`src/rtl/rmf_pkg.sv`:
```
// ----------------------------------------------------------------------------
// rmf_pkg
// Shared widths, codes, reset values and types of the streamline ROI mask
// filter.
// ----------------------------------------------------------------------------
`default_nettype none

package rmf_pkg;

    // default per-axis voxel index width
    localparam int AXIS_BITS_DEF = 7;

    // payload field widths
    localparam int ACTION_W   = 1;
    localparam int MADDR_W    = 21;
    localparam int COORD_W    = 24;
    localparam int COUNT_W    = 32;

    // configuration register widths
    localparam int INV_W      = 24;
    localparam int DIMCFG_W   = 8;
    localparam int CFG_DATA_W = 24;
    localparam int CFG_IDX_W  = 3;

    // fraction bits: Q15.8 coordinate times Q8.16 reciprocal
    localparam int COORD_FRAC_W = 8;
    localparam int INV_FRAC_W   = 16;
    localparam int PROD_FRAC_W  = COORD_FRAC_W + INV_FRAC_W;

    // register reset values
    localparam logic [INV_W-1:0]    INV_RESET = 24'd65536;
    localparam logic [DIMCFG_W-1:0] DIM_RESET = 8'd128;

    // transaction kinds
    typedef enum logic [ACTION_W-1:0] {
        ACT_MASK_WRITE = 1'b0,
        ACT_POINT      = 1'b1
    } action_t;

    // configuration register indexes
    typedef enum logic [CFG_IDX_W-1:0] {
        REG_INV_X = 3'd0,
        REG_INV_Y = 3'd1,
        REG_INV_Z = 3'd2,
        REG_DIM_X = 3'd3,
        REG_DIM_Y = 3'd4,
        REG_DIM_Z = 3'd5
    } cfg_reg_t;

    // configuration set handed to the voxel mapper
    typedef struct packed {
        logic [INV_W-1:0]    inv_x;
        logic [INV_W-1:0]    inv_y;
        logic [INV_W-1:0]    inv_z;
        logic [DIMCFG_W-1:0] dim_x;
        logic [DIMCFG_W-1:0] dim_y;
        logic [DIMCFG_W-1:0] dim_z;
    } cfg_t;

endpackage

`default_nettype wire

```
`src/rtl/rmf_voxel_map.sv`:
```
// ----------------------------------------------------------------------------
// rmf_voxel_map
// Four-stage point to voxel index pipeline: scale, floor and clamp, index
// products, index sum.
// ----------------------------------------------------------------------------
`default_nettype none

module rmf_voxel_map #(
    parameter int AXIS_BITS = rmf_pkg::AXIS_BITS_DEF
) (
    input  wire logic                                clk,
    input  wire logic                                rst_n,
    input  wire logic                                start,
    input  wire logic signed [rmf_pkg::COORD_W-1:0]  coord_x,
    input  wire logic signed [rmf_pkg::COORD_W-1:0]  coord_y,
    input  wire logic signed [rmf_pkg::COORD_W-1:0]  coord_z,
    input  wire rmf_pkg::cfg_t                       cfg,
    output logic                                     map_valid,
    output logic [3*AXIS_BITS-1:0]                   map_addr
);

    localparam int ADDR_W  = 3 * AXIS_BITS;
    localparam int DIM_W   = AXIS_BITS + 1;
    localparam int PROD_W  = rmf_pkg::COORD_W + rmf_pkg::INV_W + 1;
    localparam int WHOLE_W = PROD_W - rmf_pkg::PROD_FRAC_W;
    localparam int DXY_W   = 2 * DIM_W;
    localparam int T1_W    = AXIS_BITS + DIM_W;
    localparam int T2_W    = AXIS_BITS + DXY_W;
    localparam int SUM_W   = T2_W + 1;
    localparam int STAGES  = 4;

    // dimension zero counts as one, larger than the axis range saturates
    function automatic logic [DIM_W-1:0] eff_dim(input logic [rmf_pkg::DIMCFG_W-1:0] d);
        logic [DIM_W-1:0] r;
        if (d == '0)
            r = DIM_W'(1);
        else if (32'(d) > (32'd1 << AXIS_BITS))
            r = DIM_W'(32'd1 << AXIS_BITS);
        else
            r = DIM_W'(d);
        return r;
    endfunction

    // floor of the scaled coordinate, clamped to 0..d-1
    function automatic logic [AXIS_BITS-1:0] clamp_axis(
        input logic signed [PROD_W-1:0] p,
        input logic [DIM_W-1:0]         d
    );
        logic [WHOLE_W-1:0]   whole;
        logic [DIM_W-1:0]     top;
        logic [AXIS_BITS-1:0] r;
        whole = p[PROD_W-1:rmf_pkg::PROD_FRAC_W];
        top   = d - DIM_W'(1);
        if (p[PROD_W-1])
            r = '0;
        else if (whole >= WHOLE_W'(d))
            r = top[AXIS_BITS-1:0];
        else
            r = whole[AXIS_BITS-1:0];
        return r;
    endfunction

    logic [DIM_W-1:0]         edx, edy, edz;
    logic signed [PROD_W-1:0] prod_x_reg, prod_y_reg, prod_z_reg;
    logic [AXIS_BITS-1:0]     vox_x_reg, vox_y_reg, vox_z_reg;
    logic [DXY_W-1:0]         dxy_reg;
    logic [AXIS_BITS-1:0]     px_reg;
    logic [T1_W-1:0]          t1_reg;
    logic [T2_W-1:0]          t2_reg;
    logic [SUM_W-1:0]         sum;
    logic [ADDR_W-1:0]        addr_reg;
    logic [STAGES-1:0]        valid_reg;

    assign edx = eff_dim(cfg.dim_x);
    assign edy = eff_dim(cfg.dim_y);
    assign edz = eff_dim(cfg.dim_z);

    // stage 1: coordinate times reciprocal voxel size
    always_ff @(posedge clk)
    begin
        prod_x_reg <= PROD_W'(coord_x) * PROD_W'($signed({1'b0, cfg.inv_x}));
        prod_y_reg <= PROD_W'(coord_y) * PROD_W'($signed({1'b0, cfg.inv_y}));
        prod_z_reg <= PROD_W'(coord_z) * PROD_W'($signed({1'b0, cfg.inv_z}));
    end

    // stage 2: floor and clamp each axis on its own, plane size
    always_ff @(posedge clk)
    begin
        vox_x_reg <= clamp_axis(prod_x_reg, edx);
        vox_y_reg <= clamp_axis(prod_y_reg, edy);
        vox_z_reg <= clamp_axis(prod_z_reg, edz);
        dxy_reg   <= DXY_W'(edx) * DXY_W'(edy);
    end

    // stage 3: row and plane offsets
    always_ff @(posedge clk)
    begin
        px_reg <= vox_x_reg;
        t1_reg <= T1_W'(vox_y_reg) * T1_W'(edx);
        t2_reg <= T2_W'(vox_z_reg) * T2_W'(dxy_reg);
    end

    // stage 4: linear index, wrapped to the store size
    assign sum = SUM_W'(px_reg) + SUM_W'(t1_reg) + SUM_W'(t2_reg);

    always_ff @(posedge clk)
    begin
        addr_reg <= sum[ADDR_W-1:0];
    end

    // stage valid flags
    always_ff @(posedge clk or negedge rst_n)
    begin
        if (!rst_n)
        begin
            valid_reg <= '0;
        end
        else
        begin
            valid_reg <= {valid_reg[STAGES-2:0], start};
        end
    end

    assign map_valid = valid_reg[STAGES-1];
    assign map_addr  = addr_reg;

endmodule

`default_nettype wire

```
`config.mk`:
```
export PLATFORM = sky130hd
export DESIGN_NAME = rmf_voxel_map
export DESIGN_NICKNAME = d
export VERILOG_FILES = /design/src/rtl/rmf_pkg.sv /design/src/rtl/rmf_voxel_map.sv
export SDC_FILE = /design/constraint.sdc
export NUM_CORES = 2
export LEC_CHECK = 0
export CAP_MARGIN = 15
export CORE_ASPECT_RATIO = 1.1
export CORE_MARGIN = 2
export CORE_UTILIZATION = 60
export CTS_BUF_LIST = sky130_fd_sc_hd__clkbuf_4
export CTS_CLUSTER_SIZE = 10
export DETAILED_ROUTE_END_ITERATION = 8
export DONT_BUFFER_PORTS = 1
export PLACE_DENSITY = 0.8
export RECOVER_POWER = 100
export SYNTH_ARGS = -nofsm -noshare
export SYNTH_HDL_FRONTEND = slang
export SYNTH_SLANG_ARGS = --single-unit
```
`constraint.sdc`:
```
create_clock -name clk -period 7.3 [get_ports clk]
set_clock_uncertainty 0.15 [all_clocks]
set_input_delay 0.73 -clock clk [delete_from_list [all_inputs] [get_ports clk]]
set_output_delay 0.73 -clock clk [all_outputs]
set_load 0.1 [all_outputs]
```
* Word level (Yosys, flattened, before mapping) *
Cells that the tools add are included.

storage, ports and cells
  bits in registers = 252
  input bits = 171
  output and inout port bits = 22
  word-level logic and storage cells = 41

cells by class
  add/sub/neg operators = 5
  multipliers = 6
  $lt $le $gt $ge = 6
  multiplexer cells = 9
  reduce and logical (&&, ||, !) cells = 3

operator list
  cell                                                   number
  multiplier 24 x 25 -> 49 bit                           3
  >= comparator 25 x 8 -> 1 bit                          3
  two-way mux 8 bit                                      6
  greater-than comparator 8 bit (second input constant)  3
  logical NOT 8 bit                                      3
  adder 16 x 21 -> 21 bit                                1
  multiplier 7 x 16 -> 21 bit                            1
  two-way mux 7 bit                                      3
  subtractor 7 x 1 -> 7 bit (second input constant)      3
  adder 7 x 15 -> 16 bit                                 1
  multiplier 8 x 8 -> 16 bit                             1
  multiplier 7 x 8 -> 15 bit                             1

* Logic depth before layout (Yosys ltp) *
  depth in word-level cells = 5
  mapped depth = 27
  mapped depth without buffers = 26

* Worst setup path before layout *
OpenSTA, ideal clock, no wires.

  path kind = input -> register
  start point = input port coord_y[0] in the netlist's numbering
  end point = register prod_y_reg[42]
  library setup time = 0.093 ns
  arrival = 7.039 ns
  data required time = 7.057 ns
  setup slack = 0.017 ns
  stages = 26
  buffers on the path = 1
  path through = clkbuf_1 and2_1 fa_1 inv_1 fa_1 fa_1 inv_1 fa_1 inv_1 fa_1 inv_1 fa_1 inv_1 fa_1 inv_1 ha_1 a21oi_1 o21ai_1 o31a_1 or3_1 o21ai_2 o31ai_4 a31o_2 a21o_4 a2111o_1 o311ai_2

between the ends
  cells in the longest elaborated chain, start to end = 1

RTL lines
  element                       RTL line             source
  start: declaration            rmf_voxel_map.sv:15  input wire logic signed [rmf_pkg::COORD_W-1:0] coord_y,
  multiplier 24 x 25 -> 49 bit  rmf_voxel_map.sv:82  prod_y_reg <= PROD_W'(coord_y) * PROD_W'($signed({1'b0, cfg.inv_y}));
  end signal: assignment        rmf_voxel_map.sv:82
  end: declaration              rmf_voxel_map.sv:64  logic signed [PROD_W-1:0] prod_x_reg, prod_y_reg, prod_z_reg;

No other way between the ends.
A chain may end at the register's enable or synchronous reset.

* Worst setup path in the final report *
  start point = input port cfg[93] in the netlist's numbering
  end point = register prod_x_reg[48]

between the ends
  cells in the longest elaborated chain, start to end = 1

RTL lines
  element                       RTL line             source
  start: declaration            rmf_voxel_map.sv:17  input wire rmf_pkg::cfg_t cfg,
  multiplier 24 x 25 -> 49 bit  rmf_voxel_map.sv:81  prod_x_reg <= PROD_W'(coord_x) * PROD_W'($signed({1'b0, cfg.inv_x}));
  end signal: assignment        rmf_voxel_map.sv:81
  end: declaration              rmf_voxel_map.sv:64

No other way between the ends.

==> impl_metrics.tcl <==
set metrics [dict create \
    fillCellCount 9341 \
    yosys.area.top_type "fa_1" \
    yosys_warnings 0 \
    post-route-period-util_pct 94.6 \
    synthArstFlopShare_pct 2.22 \
    fmax_mhz 145 \
    numCtsBuffers 17 \
    die_h_um 356 \
    design_area_um2 69100 \
    status "completed" \
    numClockSinks 180 \
    timing.critical_path.mode_cell "fa_1" \
    drt_iter0_drc 2847 \
    worstPathMaxFanout 24 \
    setup_viol 0 \
    ff_latch_area_um2 3620 \
    cp-end-kind "flip-flop" \
    synth_area_leaders "fa_1 (47%), ha_1 (14%), inv_1 (9.8%), and2_1 (8.1%), nand2_1 (5.8%)" \
    fin_crit_ns 6.91 \
    final_common_cell "inv_1" \
    drive_gt1_share_pct 1.13 \
    rsz0062_at_grt "no" \
    grt_overflow_total 0 \
    crit_type "primary input to flip-flop" \
    syn_area_um2 67800 \
    mostFrequentLayoutCells "inv_1 (1765), fa_1 (1584), nand2_1 (1041), and2_1 (868), ha_1 (747)" \
    clock_path_buffers 2 \
    root_buffer "clkbuf_4" \
    port_buffers 0 \
    slew_headroom_pct 27.5 \
    vias 48600 \
    synth_seq_cells 180 \
    ant_nets 0 \
    area_delta_synth_final_pct 1.98 \
    synthesis.nets 9937 \
    die_area_um2 116000 \
    clk_pin_slew_ns 0.17 \
    critPathLaunchType "primary input" \
    clkLatencyLatePin_ns 0.77 \
    postRouteWirelength_um 168000 \
    crit_buf_inv 6 \
    layout.nets 9688 \
    core-area_um2 112000 \
    multiInputGateArea_um2 56300 \
    cp_data_arrival_time_ns 7.43 \
    gr-usage-all-layers_pct 30.4 \
    seq_area_frac_synth_pct 5.35 \
    placed_area_um2 68800 \
    slowest_delay_ns 0.55 \
    syn_area_per_cell_um2 9.11 \
    dr.pass1.iters 6 \
    io_pins 193 \
    synth_top_area_share_pct 46.8 \
    drv_slew 0 \
    globalplace.congestion 0.906 \
    final-hold-violation-count 0 \
    cts_hold_buf 2 \
    post_drt_via_cell_ratio 5.58 \
    cts_setup_buffers 0 \
    required_ns 7.83 \
    synth_edf_count 0 \
    rows 129 \
    start_util_pct 60.4 \
    grt_max_degree 27 \
    antenna_found_initial 12 \
    cts_tree "built" \
    reg2reg_slack_ns 1.96 \
    die_x_um 324 \
    maxCapViolCount 0 \
    max_slew.worst_pin.slew_ns 1.08 \
    cp_slowest_cell "fa_1" \
    hpwl_um 132000 \
    grt_pass1_wl_um 278000 \
    hold_path_class "primary input to asynchronous set/reset pin" \
    grt_pass1_vias 54800 \
    ys.flop_type "dfxtp_1" \
    htree_levels 4 \
    path_delay_family "adder cells" \
    ctsResizeCount 0 \
    routedWlPerCell_um 19.2 \
    synth_cells 7435 \
    yosysUniqueCellTypes 71 \
    drc 0 \
]
area by class of cell:
class	count	area share (%)
Antenna cell	9	0.0326
Tap cell	1506	2.73
Clock inverter	15	0.308
Sequential cell	180	5.24
Inverter	1771	9.62
Timing Repair Buffer	47	0.458
Multi-Input combinational cell	5169	81.4
Clock buffer	17	0.185
through the flow:
step           std cells  util (%)  setup slack (ns)  hold slack (ns)  setup TNS [ns]
3_3_place_gp        8671      61.3            -0.233            0.163          -0.722
2_1_floorplan       7435         -            0.0174            0.160               0
4_1_cts             8705      61.7             0.659           0.0240               0
3_5_place_dp        8671      61.3            -0.169            0.162           -1.21
5_1_grt             8712      61.6             0.136           0.0532               0
6_report            8714      61.6             0.393            0.100               0
Yosys cell counts (9+ instances only):
master and n:
nor2b_1 62, nand2_1 1041, a21oi_1 131, nand3_1 36, and3_1 13, and2_1 878
nor4_1 14, nand2b_1 58, clkbuf_1 312, or3_1 9, nor2_1 141, nor3_1 24
a211oi_1 20, a21o_1 50, dfxtp_1 176, o21ai_0 59, ha_1 747, xor2_1 32
inv_1 1765, o21bai_1 17, o21a_1 19, nand4_1 14, xnor2_1 112, a31oi_1 11
fa_1 1584
path summary, 6_finish.rpt:
| path | from | to | depth (start not counted) |
|---|---|---|---|
| max in group asynchronous | rst_n | valid_reg[3] | 1 |
| min in group clk | cfg[15] | vox_y_reg[2] | 3 |
| hold / removal | rst_n | valid_reg[2] | 1 |
| setup / recovery | cfg[93] | prod_x_reg[48] | 25 |
| setup reg to reg | vox_z_reg[2] | t2_reg[20] | 16 |
| hold reg to reg | vox_x_reg[4] | px_reg[4] | 0 |
kinds of logic (layout without fill, tap and decap cells):
kind of cell,Yosys count,in the layout,synth area share [%]
compound gates,388,388,3.77
xor+xnor,144,144,1.86
fa+ha+maj,2331,2331,60.6
buf+inv,2086,1850,11.6
flops,180,180,5.35
mux,2,2,0.0295
other cells,0,9,0
simple gates,2304,2304,16.8
routing by layer:
metal  vias to the layer above  track usage, %  wire (um)
met2                      2174            52.1      81900
met3                       565            6.61      15200
met1                     24600            37.2      63000
met5                         -               0         47
met4                         8            12.9       7500
li1                      21200               -          -
worst reg2reg max path: cells and delay by family (launching register included):
kind,cells,cell delay [ns]
adders and majority gates,5,2.29
AOI/OAI and AO/OA,6,1.41
DFF,1,0.90
and+or+nand+nor,2,0.31
xor gates and xnor gates,1,0.14
buffers and inverters,2,0.10
Power is not shown: default switching activity piles up to over one toggle a cycle in this logic, so the estimate is an artifact.
